===== config.mk =====
export PLATFORM = sky130hd
export DESIGN_NAME = sgm_back
export DESIGN_NICKNAME = d
export VERILOG_FILES = /design/src/rtl/core/sobel_gradient_magnitude_assert.svh /design/src/rtl/core/sgm_pkg.sv /design/src/rtl/core/sgm_back.sv
export SDC_FILE = /design/constraint.sdc
export NUM_CORES = 1
export LEC_CHECK = 0
export ABC_CLOCK_PERIOD_IN_PS = 6600
export BUFFER_PORTS_ARGS = -buffer_cell sky130_fd_sc_hd__buf_4
export CORE_MARGIN = 5
export CORE_UTILIZATION = 45
export CTS_CLUSTER_DIAMETER = 60
export CTS_CLUSTER_SIZE = 14
export DETAILED_ROUTE_END_ITERATION = 12
export GPL_TIMING_DRIVEN = 0
export SETUP_SLACK_MARGIN = 0.15
export SYNTH_ARGS = -nofsm -noshare
export SYNTH_HDL_FRONTEND = slang
export SYNTH_SLANG_ARGS = --single-unit

===== constraint.sdc =====
create_clock -name clk -period 6.6 [get_ports clk]
set_input_delay 1.32 -clock clk [delete_from_list [all_inputs] [get_ports clk]]
set_output_delay 1.32 -clock clk [all_outputs]
set_load 0.01 [all_outputs]

===== src/rtl/core/sobel_gradient_magnitude_assert.svh =====
// ----------------------------------------------------------------------------
// sobel gradient magnitude assertion macros
// concurrent assertion helpers, empty in synthesis
// ----------------------------------------------------------------------------
`ifndef SOBEL_GRADIENT_MAGNITUDE_ASSERT_SVH
`define SOBEL_GRADIENT_MAGNITUDE_ASSERT_SVH

`ifndef SYNTHESIS
`define SGM_ASSERT_IMP(label, clk, rst_n, cond, prop) \
    label: assert property (@(posedge clk) disable iff (!rst_n) (cond) |-> (prop)) \
        else $error("sgm assertion failed");
`define SGM_ASSERT_NEXT(label, clk, rst_n, cond, prop) \
    label: assert property (@(posedge clk) disable iff (!rst_n) (cond) |=> (prop)) \
        else $error("sgm assertion failed");
`else
`define SGM_ASSERT_IMP(label, clk, rst_n, cond, prop)
`define SGM_ASSERT_NEXT(label, clk, rst_n, cond, prop)
`endif

`endif


===== src/rtl/core/sgm_pkg.sv =====
// ----------------------------------------------------------------------------
// sgm_pkg
// shared types and constants of the sobel gradient magnitude block
// ----------------------------------------------------------------------------
package sgm_pkg;

    localparam int MAX_WIDTH   = 1024;
    localparam int MAX_HEIGHT  = 4096;
    localparam int MIN_DIM     = 3;

    localparam int COL_W       = $clog2(MAX_WIDTH);
    localparam int ROW_W       = $clog2(MAX_HEIGHT);
    localparam int PIX_W       = 8;
    localparam int GRAD_W      = 11;
    localparam int MAG_W       = 11;
    localparam int CFG_W_W     = 11;
    localparam int CFG_H_W     = 13;

    localparam int Q_DEPTH     = 4;
    localparam int Q_AW        = $clog2(Q_DEPTH);

    localparam int SQ_W        = 2 * (GRAD_W - 1);
    localparam int RAD_W       = 2 * MAG_W;
    localparam int SQRT_STEPS  = MAG_W;

    localparam int APB_AW      = 3;
    localparam int APB_DW      = 32;

    localparam logic REG_IMAGE_WIDTH  = 1'b0;
    localparam logic REG_IMAGE_HEIGHT = 1'b1;

    localparam logic [CFG_W_W-1:0] WIDTH_RESET  = CFG_W_W'(640);
    localparam logic [CFG_H_W-1:0] HEIGHT_RESET = CFG_H_W'(480);

    typedef struct packed {
        logic [COL_W-1:0] w_last;
        logic [ROW_W-1:0] h_last;
        logic             restart;
    } sgm_cfg_t;

    typedef struct packed {
        logic [ROW_W-1:0]         row;
        logic [COL_W-1:0]         col;
        logic signed [GRAD_W-1:0] gx;
        logic signed [GRAD_W-1:0] gy;
        logic                     last;
    } sgm_entry_t;

    typedef struct packed {
        logic empty;
        logic full;
    } sgm_qstat_t;

endpackage


===== src/rtl/core/sgm_back.sv =====
// ----------------------------------------------------------------------------
// sgm_back
// squares, bit-serial integer square root and output register
// ----------------------------------------------------------------------------
module sgm_back
    import sgm_pkg::*;
(
    input  logic        clk,
    input  logic        rst_n,
    input  sgm_qstat_t  qstat,
    input  sgm_entry_t  head,
    output logic        pop,
    output logic        m_tvalid,
    input  logic        m_tready,
    output logic [55:0] m_tdata,   // [11:0] out_row, [21:12] out_col, [32:22] grad_x,
                                   // [43:33] grad_y, [54:44] magnitude, [55] zero
    output logic        m_tlast
);

    typedef enum logic [2:0] {B_IDLE, B_SQUARE, B_SUM, B_ROOT, B_DONE} bstate_t;

    localparam int ITER_W = $clog2(SQRT_STEPS);
    localparam int REM_W  = MAG_W + 1;

    bstate_t              state_reg;
    sgm_entry_t           item_reg;
    logic [SQ_W-1:0]      gx2_reg, gy2_reg;
    logic [RAD_W-1:0]     x_reg;
    logic [REM_W-1:0]     rem_reg;
    logic [MAG_W-1:0]     root_reg;
    logic [ITER_W-1:0]    iter_reg;
    logic [55:0]          tdata_reg;
    logic                 tvalid_reg;
    logic                 tlast_reg;

    logic signed [2*GRAD_W-1:0] gx_sq, gy_sq;
    logic [REM_W+1:0]     rem_sh;
    logic [REM_W+1:0]     trial;
    logic                 fits;
    logic                 out_load;

    assign pop      = (state_reg == B_IDLE) && !qstat.empty;
    assign m_tvalid = tvalid_reg;
    assign m_tdata  = tdata_reg;
    assign m_tlast  = tlast_reg;

    assign gx_sq    = item_reg.gx * item_reg.gx;
    assign gy_sq    = item_reg.gy * item_reg.gy;
    assign rem_sh   = {rem_reg, x_reg[RAD_W-1 -: 2]};
    assign trial    = {1'b0, root_reg, 2'b01};
    assign fits     = rem_sh >= trial;
    assign out_load = (state_reg == B_DONE) && (!tvalid_reg || m_tready);

    always_ff @(posedge clk)
    begin
        if (pop)
        begin
            item_reg <= head;
        end
    end

    always_ff @(posedge clk or negedge rst_n)
    begin
        if (!rst_n)
        begin
            state_reg  <= B_IDLE;
            tvalid_reg <= 1'b0;
            tlast_reg  <= 1'b0;
            tdata_reg  <= '0;
            gx2_reg    <= '0;
            gy2_reg    <= '0;
            x_reg      <= '0;
            rem_reg    <= '0;
            root_reg   <= '0;
            iter_reg   <= '0;
        end
        else
        begin
            if (out_load)
            begin
                tvalid_reg <= 1'b1;
                tlast_reg  <= item_reg.last;
                tdata_reg  <= {1'b0, root_reg, item_reg.gy, item_reg.gx,
                               item_reg.col, item_reg.row};
            end
            else if (tvalid_reg && m_tready)
            begin
                tvalid_reg <= 1'b0;
            end
            case (state_reg)
                B_IDLE:
                begin
                    if (pop)
                    begin
                        state_reg <= B_SQUARE;
                    end
                end
                B_SQUARE:
                begin
                    gx2_reg   <= gx_sq[SQ_W-1:0];
                    gy2_reg   <= gy_sq[SQ_W-1:0];
                    state_reg <= B_SUM;
                end
                B_SUM:
                begin
                    x_reg     <= RAD_W'(gx2_reg) + RAD_W'(gy2_reg);
                    rem_reg   <= '0;
                    root_reg  <= '0;
                    iter_reg  <= '0;
                    state_reg <= B_ROOT;
                end
                B_ROOT:
                begin
                    // one result bit per cycle, two radicand bits consumed
                    x_reg <= {x_reg[RAD_W-3:0], 2'b00};
                    if (fits)
                    begin
                        rem_reg  <= REM_W'(rem_sh - trial);
                        root_reg <= {root_reg[MAG_W-2:0], 1'b1};
                    end
                    else
                    begin
                        rem_reg  <= REM_W'(rem_sh);
                        root_reg <= {root_reg[MAG_W-2:0], 1'b0};
                    end
                    if (iter_reg == ITER_W'(SQRT_STEPS - 1))
                    begin
                        state_reg <= B_DONE;
                    end
                    else
                    begin
                        iter_reg <= iter_reg + ITER_W'(1);
                    end
                end
                B_DONE:
                begin
                    if (out_load)
                    begin
                        state_reg <= B_IDLE;
                    end
                end
                default:
                begin
                    state_reg <= B_IDLE;
                end
            endcase
        end
    end

endmodule


==> results.ini <==
[logic_synthesis]
mappedNetlistArea_um2 = 16070
synth_fa_ha_area_frac = 0.3254
postSynth.asyncResetShare = 0.7656
synthSimpleGateAreaFrac = 0.1067
synth_top_family_by_area = adder cells
synth_compound_area_frac = 0.09763
synthXorXnorAreaFrac = 0.04251
synthCells = 1583
synthesis.nets = 1937
syn_area_per_cell_um2 = 10.15
synth_flop_cell = dfrtp_1
synthDistinctLibCells = 67
synth_seq_cells = 192
muxShareOfSynthArea = 0.03480
ys_seq_area_frac = 0.3130
synth_warnings = 0
synth_enable_flop_cells = 45

[placement]
place_congestion = 0.8679
dp_hpwl_um = 28930
place_ws_ns = 0.7588
numPortBuffers = 106

[sta]
final_max_slew_viol_count = 0
min_period_over_period = 0.8892
setup_viol = 0
worst_pin_slew_ns = 0.9352
tns_ns = 0
skew_ns = 0.01197
rsz0062_at_grt = false
maxSlewHeadroom = 0.3765
fmaxAchievable_mhz = 170.4
period_minus_slack_ns = 5.869
finalHoldViolCount = 0
fin_ws_ns = 0.7313

[critical_path]
cp-start-kind = flop
path_max_fanout = 10
cp.required_ns = 6.93
worst-path-buf-inv = 6
cp.arrival_ns = 6.20
crit_path_end_kind = flop
critical_path_class = flop to flop
cpMostUsedCell = fa_1
critical_path.slowest_cell = clkinv_1
crit_chain = clkbuf_1, clkinv_1, nor2_1, fa_1, inv_1, fa_1, inv_1, fa_1, fa_1, inv_1, fa_1, inv_1, ha_1, nor4_1, o21ai_1, a41oi_2, nand3_1, o31ai_1, xnor2_1, o21ai_1
critPathTopFamily = adder cells
max_stage_delay_ns = 0.50

[clock_tree]
cts_root_buffer = clkbuf_16
cts_hold_buf = 0
cts_resized = 0
ctsHtreeMaxLevel = 4
clk_path_buf_depth = 2
numCtsBuffers = 17
clk_pin_slew_ns = 0.08
clock_latency_ns = 0.45
cts_tree = built
cts_sinks = 192
post_cts_buffers = 0

[drt]
first_iter_violations = 671
dr_total_vias = 11290
wl_per_cell_um = 16.57
first_pass_iters = 5
finalWirelength_um = 36250
antenna_left = 0
viasPerCell = 5.161
drc = 0

[floorplan]
fp-row-count = 69
core_um2 = 35400
die_height_um = 199.0
die_area_um2 = 39590
die_w_um = 199.0
io_pins = 109
initial_core_util = 0.4540

[flow_run]
cap_viol_max_count = 0

[grt]
grt_pass1_vias = 12160
overflow = 0
grt_pass1_wl_um = 62200
grt_antenna_before_repair = 0
grt.total_usage = 0.1974
grt_max_degree = 89

[final_layout]
drive_above_1_share = 0.1194
syn2layout_area_growth_pct = 12.96
largest_reg_flops = 55
nets = 2067
antennaDiodeCount = 0

[hold_path]
min_path_type = flop to flop

[run_status]
status = finished clean

## cell usage after synthesis, types with 15 or more instances
master | number | share of area
ha_1 | 114 | 0.089
and2_1 | 48 | 0.019
nor2b_1 | 16 | 0.0062
o21ai_0 | 113 | 0.035
fa_1 | 190 | 0.24
clkbuf_1 | 45 | 0.011
mux2_2 | 39 | 0.027
dfrtp_1 | 147 | 0.23
nor2_1 | 68 | 0.016
nand2_1 | 157 | 0.037
a21oi_1 | 46 | 0.014
nand3_1 | 26 | 0.0081
xor2_1 | 31 | 0.017
a21o_1 | 15 | 0.0070
xnor2_1 | 47 | 0.026
nand2b_1 | 15 | 0.0058
edfxtp_1 | 45 | 0.084
inv_1 | 284 | 0.066
## worst reg2reg max path: cells and delay by family (launching register included)
family          cells  cell delay [ns]
compound gates      4             0.84
xor+xnor            1             0.24
fa+ha+maj           6             2.43
buf+inv             6             1.19
flops               1             0.39
simple gates        3             0.66
## path summary, 6_finish.rpt
kind / cells after the start / from / end / slack [ns]
max reg2reg: 20 / item_reg[22]$_DFFE_PP_ / gx2_reg[19]$_DFFE_PN0P_ / 0.73
max in group asynchronous: 2 / rst_n / m_tdata[32]$_DFFE_PN0P_ / 4.83
min: 1 / item_reg[36]$_DFFE_PP_ / m_tdata[3]$_DFFE_PN0P_ / 0.48
min reg2reg: 1 / item_reg[36]$_DFFE_PP_ / m_tdata[3]$_DFFE_PN0P_ / 0.48
min in group asynchronous: 1 / rst_n / m_tdata[52]$_DFFE_PN0P_ / 0.95
max: 20 / item_reg[22]$_DFFE_PP_ / gx2_reg[19]$_DFFE_PN0P_ / 0.73
## placed cells by master, fill, tap and decap left out, types with 26 or more instances in the layout
master / netlist / routed
nand2_1: 157 / 157
xor2_1: 31 / 31
edfxtp_1: 45 / 45
clkbuf_1: 45 / 45
and2_1: 48 / 48
nand3_1: 26 / 26
a21oi_1: 46 / 46
mux2_2: 39 / 39
fa_1: 190 / 190
buf_4: 2 / 107
nor2_1: 68 / 68
xnor2_1: 47 / 47
inv_1: 284 / 284
ha_1: 114 / 114
o21ai_0: 113 / 113
dfrtp_1: 147 / 147
## layout make-up
cell class                 instances  area [um2]
clock inverter                    15       188.9
sequential                       192        5030
buffer                            52       203.9
tap                              461       576.8
inverter                         287        1077
multi-input combinational       1052        9774
timing repair buffer             111       875.8
clock buffer                      17       425.4
fill                            3261       17240
## metrics by stage
step	hold WS, ns	instances	utilization	area [um2]
3_3_place_gp	0.4579	2150	0.4930	17450
4_1_cts	0.4841	2187	0.5128	18150
3_5_place_dp	0.4662	2155	0.4955	17540
6_report	0.4805	2187	0.5128	18150
5_1_grt	0.4967	2187	0.5128	18150
2_1_floorplan	0.4423	1583	-	16080
## logic make-up (layout without fill, tap and decap cells)
| group | after synthesis | count (layout) |
|---|---|---|
| muxes | 51 | 51 |
| xor gates and xnor gates | 78 | 78 |
| adders and majority gates | 304 | 304 |
| DFF | 192 | 192 |
| buffers and inverters | 339 | 482 |
| and+or+nand+nor | 366 | 366 |
| other | 1 | 1 |
| AOI/OAI and AO/OA | 252 | 252 |
## metal layers
layer	part of all wire	vias up	track usage
met4	0.015	0	0.04635
met3	0.040	34	0.03472
met5	0	-	0
met2	0.50	219	0.3362
met1	0.44	5712	0.2655
li1	-	5323	-
Power is left out: the tool's default activity adds up to more than one toggle a clock period on the data nets, which glitch-free logic cannot reach.
