## config.mk

```make
export PLATFORM = sky130hd
export DESIGN_NAME = sgm_queue
export DESIGN_NICKNAME = d
export VERILOG_FILES = /design/src/rtl/core/sgm_pkg.sv /design/src/rtl/core/sgm_queue.sv
export VERILOG_INCLUDE_DIRS = /design/src /design/src/rtl/core
export SDC_FILE = /design/constraint.sdc
export NUM_CORES = 1
export LEC_CHECK = 0
export BUFFER_PORTS_ARGS = -buffer_cell sky130_fd_sc_hd__clkbuf_2
export CAP_MARGIN = 15
export CORE_UTILIZATION = 55
export CTS_BUF_LIST = sky130_fd_sc_hd__clkbuf_16
export DETAILED_ROUTE_END_ITERATION = 8
export PLACE_DENSITY = 0.76
export SLEW_MARGIN = 40
export SYNTH_ARGS = -nofsm -noshare
export SYNTH_HDL_FRONTEND = slang
export SYNTH_SLANG_ARGS = --single-unit
export TNS_END_PERCENT = 30
```

## constraint.sdc

```tcl
create_clock -name clk -period 3 [get_ports clk]
set_input_delay 0.45 -clock clk [delete_from_list [all_inputs] [get_ports clk]]
set_output_delay 0.45 -clock clk [all_outputs]
set_load 0.005 [all_outputs]
```

## src/rtl/core/sobel_gradient_magnitude_assert.svh

```systemverilog
// ----------------------------------------------------------------------------
// sobel gradient magnitude assertion macros
// concurrent assertion helpers, empty in synthesis
// ----------------------------------------------------------------------------
`ifndef SOBEL_GRADIENT_MAGNITUDE_ASSERT_SVH
`define SOBEL_GRADIENT_MAGNITUDE_ASSERT_SVH

`ifndef SYNTHESIS
`define SGM_ASSERT_IMP(label, clk, rst_n, cond, prop) \
    label: assert property (@(posedge clk) disable iff (!rst_n) (cond) |-> (prop)) \
        else $error("sgm assertion failed");
`define SGM_ASSERT_NEXT(label, clk, rst_n, cond, prop) \
    label: assert property (@(posedge clk) disable iff (!rst_n) (cond) |=> (prop)) \
        else $error("sgm assertion failed");
`else
`define SGM_ASSERT_IMP(label, clk, rst_n, cond, prop)
`define SGM_ASSERT_NEXT(label, clk, rst_n, cond, prop)
`endif

`endif

```

## src/rtl/core/sgm_pkg.sv

```systemverilog
// ----------------------------------------------------------------------------
// sgm_pkg
// shared types and constants of the sobel gradient magnitude block
// ----------------------------------------------------------------------------
package sgm_pkg;

    localparam int MAX_WIDTH   = 1024;
    localparam int MAX_HEIGHT  = 4096;
    localparam int MIN_DIM     = 3;

    localparam int COL_W       = $clog2(MAX_WIDTH);
    localparam int ROW_W       = $clog2(MAX_HEIGHT);
    localparam int PIX_W       = 8;
    localparam int GRAD_W      = 11;
    localparam int MAG_W       = 11;
    localparam int CFG_W_W     = 11;
    localparam int CFG_H_W     = 13;

    localparam int Q_DEPTH     = 4;
    localparam int Q_AW        = $clog2(Q_DEPTH);

    localparam int SQ_W        = 2 * (GRAD_W - 1);
    localparam int RAD_W       = 2 * MAG_W;
    localparam int SQRT_STEPS  = MAG_W;

    localparam int APB_AW      = 3;
    localparam int APB_DW      = 32;

    localparam logic REG_IMAGE_WIDTH  = 1'b0;
    localparam logic REG_IMAGE_HEIGHT = 1'b1;

    localparam logic [CFG_W_W-1:0] WIDTH_RESET  = CFG_W_W'(640);
    localparam logic [CFG_H_W-1:0] HEIGHT_RESET = CFG_H_W'(480);

    typedef struct packed {
        logic [COL_W-1:0] w_last;
        logic [ROW_W-1:0] h_last;
        logic             restart;
    } sgm_cfg_t;

    typedef struct packed {
        logic [ROW_W-1:0]         row;
        logic [COL_W-1:0]         col;
        logic signed [GRAD_W-1:0] gx;
        logic signed [GRAD_W-1:0] gy;
        logic                     last;
    } sgm_entry_t;

    typedef struct packed {
        logic empty;
        logic full;
    } sgm_qstat_t;

endpackage

```

## src/rtl/core/sgm_queue.sv

```systemverilog
// ----------------------------------------------------------------------------
// sgm_queue
// short fifo of window results between front and back
// ----------------------------------------------------------------------------
`include "sobel_gradient_magnitude_assert.svh"

module sgm_queue
    import sgm_pkg::*;
(
    input  logic       clk,
    input  logic       rst_n,
    input  logic       push,
    input  sgm_entry_t push_entry,
    input  logic       pop,
    output sgm_entry_t head,
    output sgm_qstat_t qstat
);

    sgm_entry_t        store_reg [Q_DEPTH];
    logic [Q_AW-1:0]   wr_ptr_reg, rd_ptr_reg;
    logic [Q_AW:0]     cnt_reg;

    assign qstat.empty = (cnt_reg == '0);
    assign qstat.full  = (cnt_reg == (Q_AW+1)'(Q_DEPTH));
    assign head        = store_reg[rd_ptr_reg];

    always_ff @(posedge clk)
    begin
        if (push)
        begin
            store_reg[wr_ptr_reg] <= push_entry;
        end
    end

    always_ff @(posedge clk or negedge rst_n)
    begin
        if (!rst_n)
        begin
            wr_ptr_reg <= '0;
            rd_ptr_reg <= '0;
            cnt_reg    <= '0;
        end
        else
        begin
            if (push)
            begin
                wr_ptr_reg <= wr_ptr_reg + Q_AW'(1);
            end
            if (pop)
            begin
                rd_ptr_reg <= rd_ptr_reg + Q_AW'(1);
            end
            case ({push, pop})
                2'b10:   cnt_reg <= cnt_reg + (Q_AW+1)'(1);
                2'b01:   cnt_reg <= cnt_reg - (Q_AW+1)'(1);
                default: cnt_reg <= cnt_reg;
            endcase
        end
    end

    `SGM_ASSERT_IMP(a_no_push_full, clk, rst_n, push, !qstat.full)
    `SGM_ASSERT_IMP(a_no_pop_empty, clk, rst_n, pop, !qstat.empty)
    `SGM_ASSERT_IMP(a_cnt_bound, clk, rst_n, 1'b1, cnt_reg <= (Q_AW+1)'(Q_DEPTH))
    `SGM_ASSERT_NEXT(a_push_fills, clk, rst_n, push && !pop, !qstat.empty)

endmodule

```

==> results.tsv, run 1 <==
metric	value	unit
grt.overflow.total	0	
netlist-cell-type-count	19	
setup_viol_count_final	0	
worstSetupPathDepth	3	
postCtsSetupBuffers	0	
final_util	68.0	%
slew_headroom	58.6	%
finalHoldViolations	0	
drtAntennaViolNets	0	
post_cts_resized	0	
crit_fanout	13	
wl	11300	µm
status	complete, no violations	
clk_latency	420	ps
grt_pass1_vias	3255	
cts_root_buf	clkbuf_16	
max_clock_freq	408	MHz
ys_ff_latch	187	
start_kind	flop	
skew	4.33	ps
cts_buffers	17	
die_x	114	µm
h-tree-depth	4	
die_h	114	µm
clock_path_buffers	2	
worstPathCellList	buf_4 > mux4_2 > clkbuf_2	
r2r_start	wr_ptr_reg[0]$_DFFE_PN0P_	
dr.pass1.iters	4	
r2r_cells	4	
drt-vias-per-instance	5.43	
syn_nets	327	
num_rows	40	
yosysWarnings	0	
setup_slack	548	ps
rsz0062_at_grt	false	
cts_tree	yes	
holdCritPathClass	primary input to flop	
crit_start	rd_ptr_reg[0]$_DFFE_PN0P_	
grt_max_degree	32	
crit_type	flop to output pin	
irDropWorstVdd	527	µV
drive_above_1_share	45.0	%
vias	3074	
critPathArrivalTime	2000	ps
cts_sinks	187	
critPathMaxStageDelay	570	ps
finalCritPeriodShare	81.7	%
drt_iter0_markers	163	
dieArea	13000	µm²
place.gp.congestion	0.685	
p_leak	2.92	nW
core	12100	µm²
largest_reg_flops	180	
diodes	0	
grt_antenna_before_repair	0	
cp-endpoint	head[0]	
rrSetupSlack	1220	ps
ys_seq_area_share	80.7	%
power_density	958	nW/µm²
period_minus_slack	2450	ps
clk_pin_slew	60	ps
synthesis.area	6910	µm²
initial_utilization	57.1	%
wl_per_cell	19.9	µm
ios	96	
critPathCaptureType	output pin	
syn-instance-count	272	
tightest_slew	621	ps
maxCapViolCount	0	
grtUsageTotal	19.5	%
crit_buf_inv	2	
slowest_stage	dfrtp_4	
fin_nets	440	
cp_top_family	flip-flops	
pre_cts_ws	952	ps
hpwl	7120	µm
avgSynthCellArea	25.4	µm²
timing.rr.end	store_reg[2][35]$_DFFE_PP_	
drt_drc_violations_left	0	
maxSlewViolCount	0	
grt_pass1_wl	18000	µm
area_growth	19.1	%
final.setup.tns	0	ps
cp.required	2550	ps
io_buffers	95	
==> layout by cell type, fill, tap and decap left out, drive strengths merged <==
| cell | instances |
|---|---|
| clkbuf | 112 |
| bufinv | 4 |
| buf | 8 |
| xnor2 | 2 |
| and3 | 1 |
| clkinv | 6 |
| dlygate4sd3 | 1 |
| o21ai | 2 |
| and2 | 4 |
| fa | 1 |
| xor2 | 4 |
| inv | 11 |
| nor3 | 1 |
| nor2 | 1 |
| nand2 | 3 |
| ha | 5 |
| dfrtp | 7 |
| edfxtp | 180 |
| mux4 | 45 |
==> worst min path at each step <==
stage | from | to | slack (ps) | depth (start not counted)
2_1_floorplan | rst_n | cnt_reg[0]$_DFFE_PN0P_ | 150 | 0
3_3_place_gp | rst_n | rd_ptr_reg[0]$_DFFE_PN0P_ | 300 | 1
3_5_place_dp | rst_n | rd_ptr_reg[0]$_DFFE_PN0P_ | 290 | 1
4_1_cts | push_entry[40] | store_reg[0][40]$_DFFE_PP_ | 230 | 1
5_1_grt | push_entry[40] | store_reg[1][40]$_DFFE_PP_ | 230 | 1
6_report | push_entry[40] | store_reg[2][40]$_DFFE_PP_ | 240 | 1
==> cell usage after synthesis <==
cell | n | share of area [%]
and2_1 | 4 | 0.36
buf_2 | 5 | 0.36
edfxtp_1 | 180 | 78
buf_12 | 2 | 0.58
dfrtp_1 | 7 | 2.5
inv_1 | 6 | 0.33
nand2_1 | 3 | 0.16
fa_1 | 1 | 0.29
nor3_1 | 1 | 0.072
o21ai_0 | 2 | 0.14
xor2_1 | 4 | 0.51
buf_6 | 1 | 0.16
buf_8 | 1 | 0.22
buf_4 | 1 | 0.11
ha_1 | 5 | 0.91
mux4_2 | 45 | 15
and3_1 | 1 | 0.091
xnor2_1 | 2 | 0.25
nor2_1 | 1 | 0.054
==> routing by layer <==
metal  vias to the layer above  wire length [µm]  part of all wire (%)  track usage (%)
met5                         -                 0                     0                0
met4                         0               161                   1.4             7.10
met3                        14               601                   5.3             5.93
met2                        88              5750                    51             31.0
met1                      1594              4750                    42             25.9
li1                       1378                 -                     -                -
==> logic make-up (layout without fill, tap and decap cells) <==
kind of cell,Yosys count,in the layout,share of synthesized area (%)
muxes,45,45,14.7
buffers and inverters,16,142,1.76
DFF,187,187,80.7
AOI/OAI and AO/OA,2,2,0.145
adders and majority gates,6,6,1.19
xor gates and xnor gates,6,6,0.760
and+or+nand+nor,10,10,0.742
==> metrics by stage <==
step,hold WS [ps],std cells,area (µm²),power (W)
floorplan,154,272,6910,0.00499
global placement,297,533,7630,0.00573
detailed placement,294,533,7630,0.00579
CTS,227,566,8230,0.00800
global route,233,566,8230,0.00827
finish,240,566,8230,0.00789
==> final cells by class <==
cell class,count,area (µm²)
Tap cell,168,210
Sequential cell,187,5590
Clock inverter,15,166
Fill cell,781,3880
Timing Repair Buffer,104,608
Clock buffer,17,425
Inverter,6,22.5
Multi-Input combinational cell,69,1210
==> what timing repair did <==
| action | in CTS | in global routing |
|---|---|---|
| hold buffers | 1 | 0 |
| endpoints found under the hold margin | 7 | 0 |
| setup endpoints to repair | 0 | 0 |
==> worst reg2reg max path: cells and delay by family (launching register included) <==
kind	cells	cell delay, ps
simple gates	1	540
buf+inv	2	390
fa+ha+maj	1	130
flops	1	420
==> report_power, final <==
group | internal (W) | switching [W] | leakage [nW] | total (W)
clock | 0.00136 | 0.000846 | 0.311 | 0.00221
combinational | 0.00107 | 0.000959 | 0.870 | 0.00203
sequential | 0.00343 | 0.000220 | 1.73 | 0.00365
total | 0.00586 | 0.00203 | 2.92 | 0.00789
No activity file was read; power rests on OpenSTA's default activity.
==> inputs of run 2 (changes only) <==
Clock period 3 ns to 2.35 ns, I/O delays scaled along.
==> results.tsv, run 2 (synthesized netlist as in run 1, its figures left out) <==
metric	value	unit	change
status	complete, no violations		
clk_pin_slew	60	ps	about the same
grt.overflow.total	0		unchanged
critPathArrivalTime	1840	ps	-160 ps
grt_antenna_before_repair	0		unchanged
p_sw_share	25.5	%	-0.19 points
core	12100	µm²	unchanged
layout_common_cells	180 x edfxtp_1, 95 x clkbuf_2, 45 x mux4_2, 17 x clkbuf_16, 10 x buf_4		
cts_sinks	187		unchanged
use_met3	7.78	%	+1.9 points
cts_tree	yes		
pwr-share-comb	26.4	%	+0.7 points
max_clock_freq	456	MHz	
num_rows	40		unchanged
cp.required	2000	ps	-550 ps
power_density	1270	nW/µm²	+33%
rsz0062_at_grt	false		
drive_above_1_share	46.9	%	+2.0 points
die_x	114	µm	unchanged
hold_depth	1		unchanged
intPower	0.00795	W	+36%
fin_nets	449		+2.0%
grtUsageTotal	20.6	%	+1.1 points
slew_headroom	78.9	%	+20 points
area_growth	21.7	%	
busiest_layer	met2		
hpwl	7430	µm	+4.4%
grt.met1_usage	25.1	%	-0.89 points
crit_type	flop to output pin		
pre_cts_ws	400	ps	-552 ps
place.gp.congestion	0.684		-0.15%
drt_drc_violations_left	0		unchanged
skew	7.49	ps	+3.17 ps
largest_reg_flops	180		unchanged
grt_pass1_vias	3326		+2.2%
critPathCaptureType	output pin		
drt_iter0_markers	233		+43%
n_fill_cell	775		-0.77%
setup_viol_count_final	0		unchanged
grt_pass1_wl	18400	µm	+2.5%
final.setup.tns	0	ps	unchanged
cts_buffers	17		unchanged
r2r_cells	4		unchanged
maxSlewViolCount	0		unchanged
seqPwrFrac	43.3	%	-2.9 points
period_minus_slack	2190	ps	
clock_path_buffers	2		unchanged
dieArea	13000	µm²	unchanged
vias	3125		+1.7%
netSwitchingPower	0.00272	W	+34%
setup_slack	157	ps	-391 ps
wl	11900	µm	+6.0%
tightest_slew	316	ps	-305 ps
h-tree-depth	4		unchanged
initial_utilization	57.1	%	unchanged
maxCapViolCount	0		unchanged
io_buffers	95		unchanged
finalHoldViolations	0		unchanged
pwr-share-clk	30.3	%	+2.3 points
drtAntennaViolNets	0		unchanged
dr.pass1.iters	4		unchanged
crit_fanout	13		unchanged
holdCritPathClass	primary input to flop		
ios	96		unchanged
die_h	114	µm	unchanged
irDropWorstVdd	953	µV	+81%
post_cts_resized	0		unchanged
wl_per_cell	20.8	µm	+4.4%
diodes	0		unchanged
clk_latency	430	ps	about the same
gr-usage-met2	33.7	%	+2.7 points
start_kind	flop		
finalCritPeriodShare	93.3	%	
cts_root_buf	clkbuf_16		
p_leak	2.99	nW	+2.5%
drt-vias-per-instance	5.43		about the same
grt_max_degree	38		+19%
layout_commonest_cell	edfxtp_1		
==> run 2: power groups by stage <==
| stage | registers, W | logic, W | clock network [W] |
|---|---|---|---|
| 2_1_floorplan | 0.00456 | 0.00181 | 0 |
| 3_3_place_gp | 0.00470 | 0.00272 | 0 |
| 3_5_place_dp | 0.00475 | 0.00275 | 0 |
| 4_1_cts | 0.00463 | 0.00290 | 0.00328 |
| 5_1_grt | 0.00468 | 0.00308 | 0.00341 |
| 6_report | 0.00462 | 0.00282 | 0.00324 |
==> run 2: through the flow <==
step	utilization [%]	power [W]	hold WS, ps	area, µm²	cells
global route	69.5	0.0112	116	8410	575
global placement	63.5	0.00742	198	7690	537
floorplan	-	0.00637	56.9	6910	272
finish	69.5	0.0107	137	8410	575
CTS	69.5	0.0108	123	8410	575
detailed placement	63.5	0.00751	197	7690	537
==> run 2: worst paths after layout <==
path,from,end,slack [ps]
setup / recovery,rd_ptr_reg[0]$_DFFE_PN0P_,head[27],160
hold / removal,push_entry[41],store_reg[3][41]$_DFFE_PP_,140
setup reg to reg,wr_ptr_reg[0]$_DFFE_PN0P_,store_reg[2][20]$_DFFE_PP_,740
hold reg to reg,cnt_reg[0]$_DFFE_PN0P_,cnt_reg[0]$_DFFE_PN0P_,530
max in group asynchronous,rst_n,rd_ptr_reg[0]$_DFFE_PN0P_,1860
min in group asynchronous,rst_n,cnt_reg[0]$_DFFE_PN0P_,310
==> run 2: layer usage <==
| layer | wire length (µm) | vias up |
|---|---|---|
| li1 | - | 1388 |
| met1 | 4770 | 1622 |
| met2 | 6300 | 100 |
| met3 | 696 | 15 |
| met4 | 176 | 0 |
| met5 | 0 | - |
==> run 2: timing repair <==
item,in CTS,in global routing
setup buffers,5,0
hold endpoints to repair,7,0
endpoints found under the setup margin,33,0
hold buffers,1,0
==> run 2: area by class of cell <==
type / count / area [µm²] / share of cell area (%)
Sequential cell: 187 / 5590 / 66.4
Multi-Input combinational cell: 69 / 1210 / 14.4
Timing Repair Buffer: 113 / 701 / 8.33
Clock buffer: 17 / 425 / 5.06
Clock inverter: 15 / 254 / 3.02
Tap cell: 168 / 210 / 2.50
Inverter: 6 / 22.5 / 0.268
==> run 2: critical path, stage by stage, from the launching register on <==
cell and delay, ps:
dfrtp_4 540, buf_12 200, mux4_2 530, clkbuf_2 130
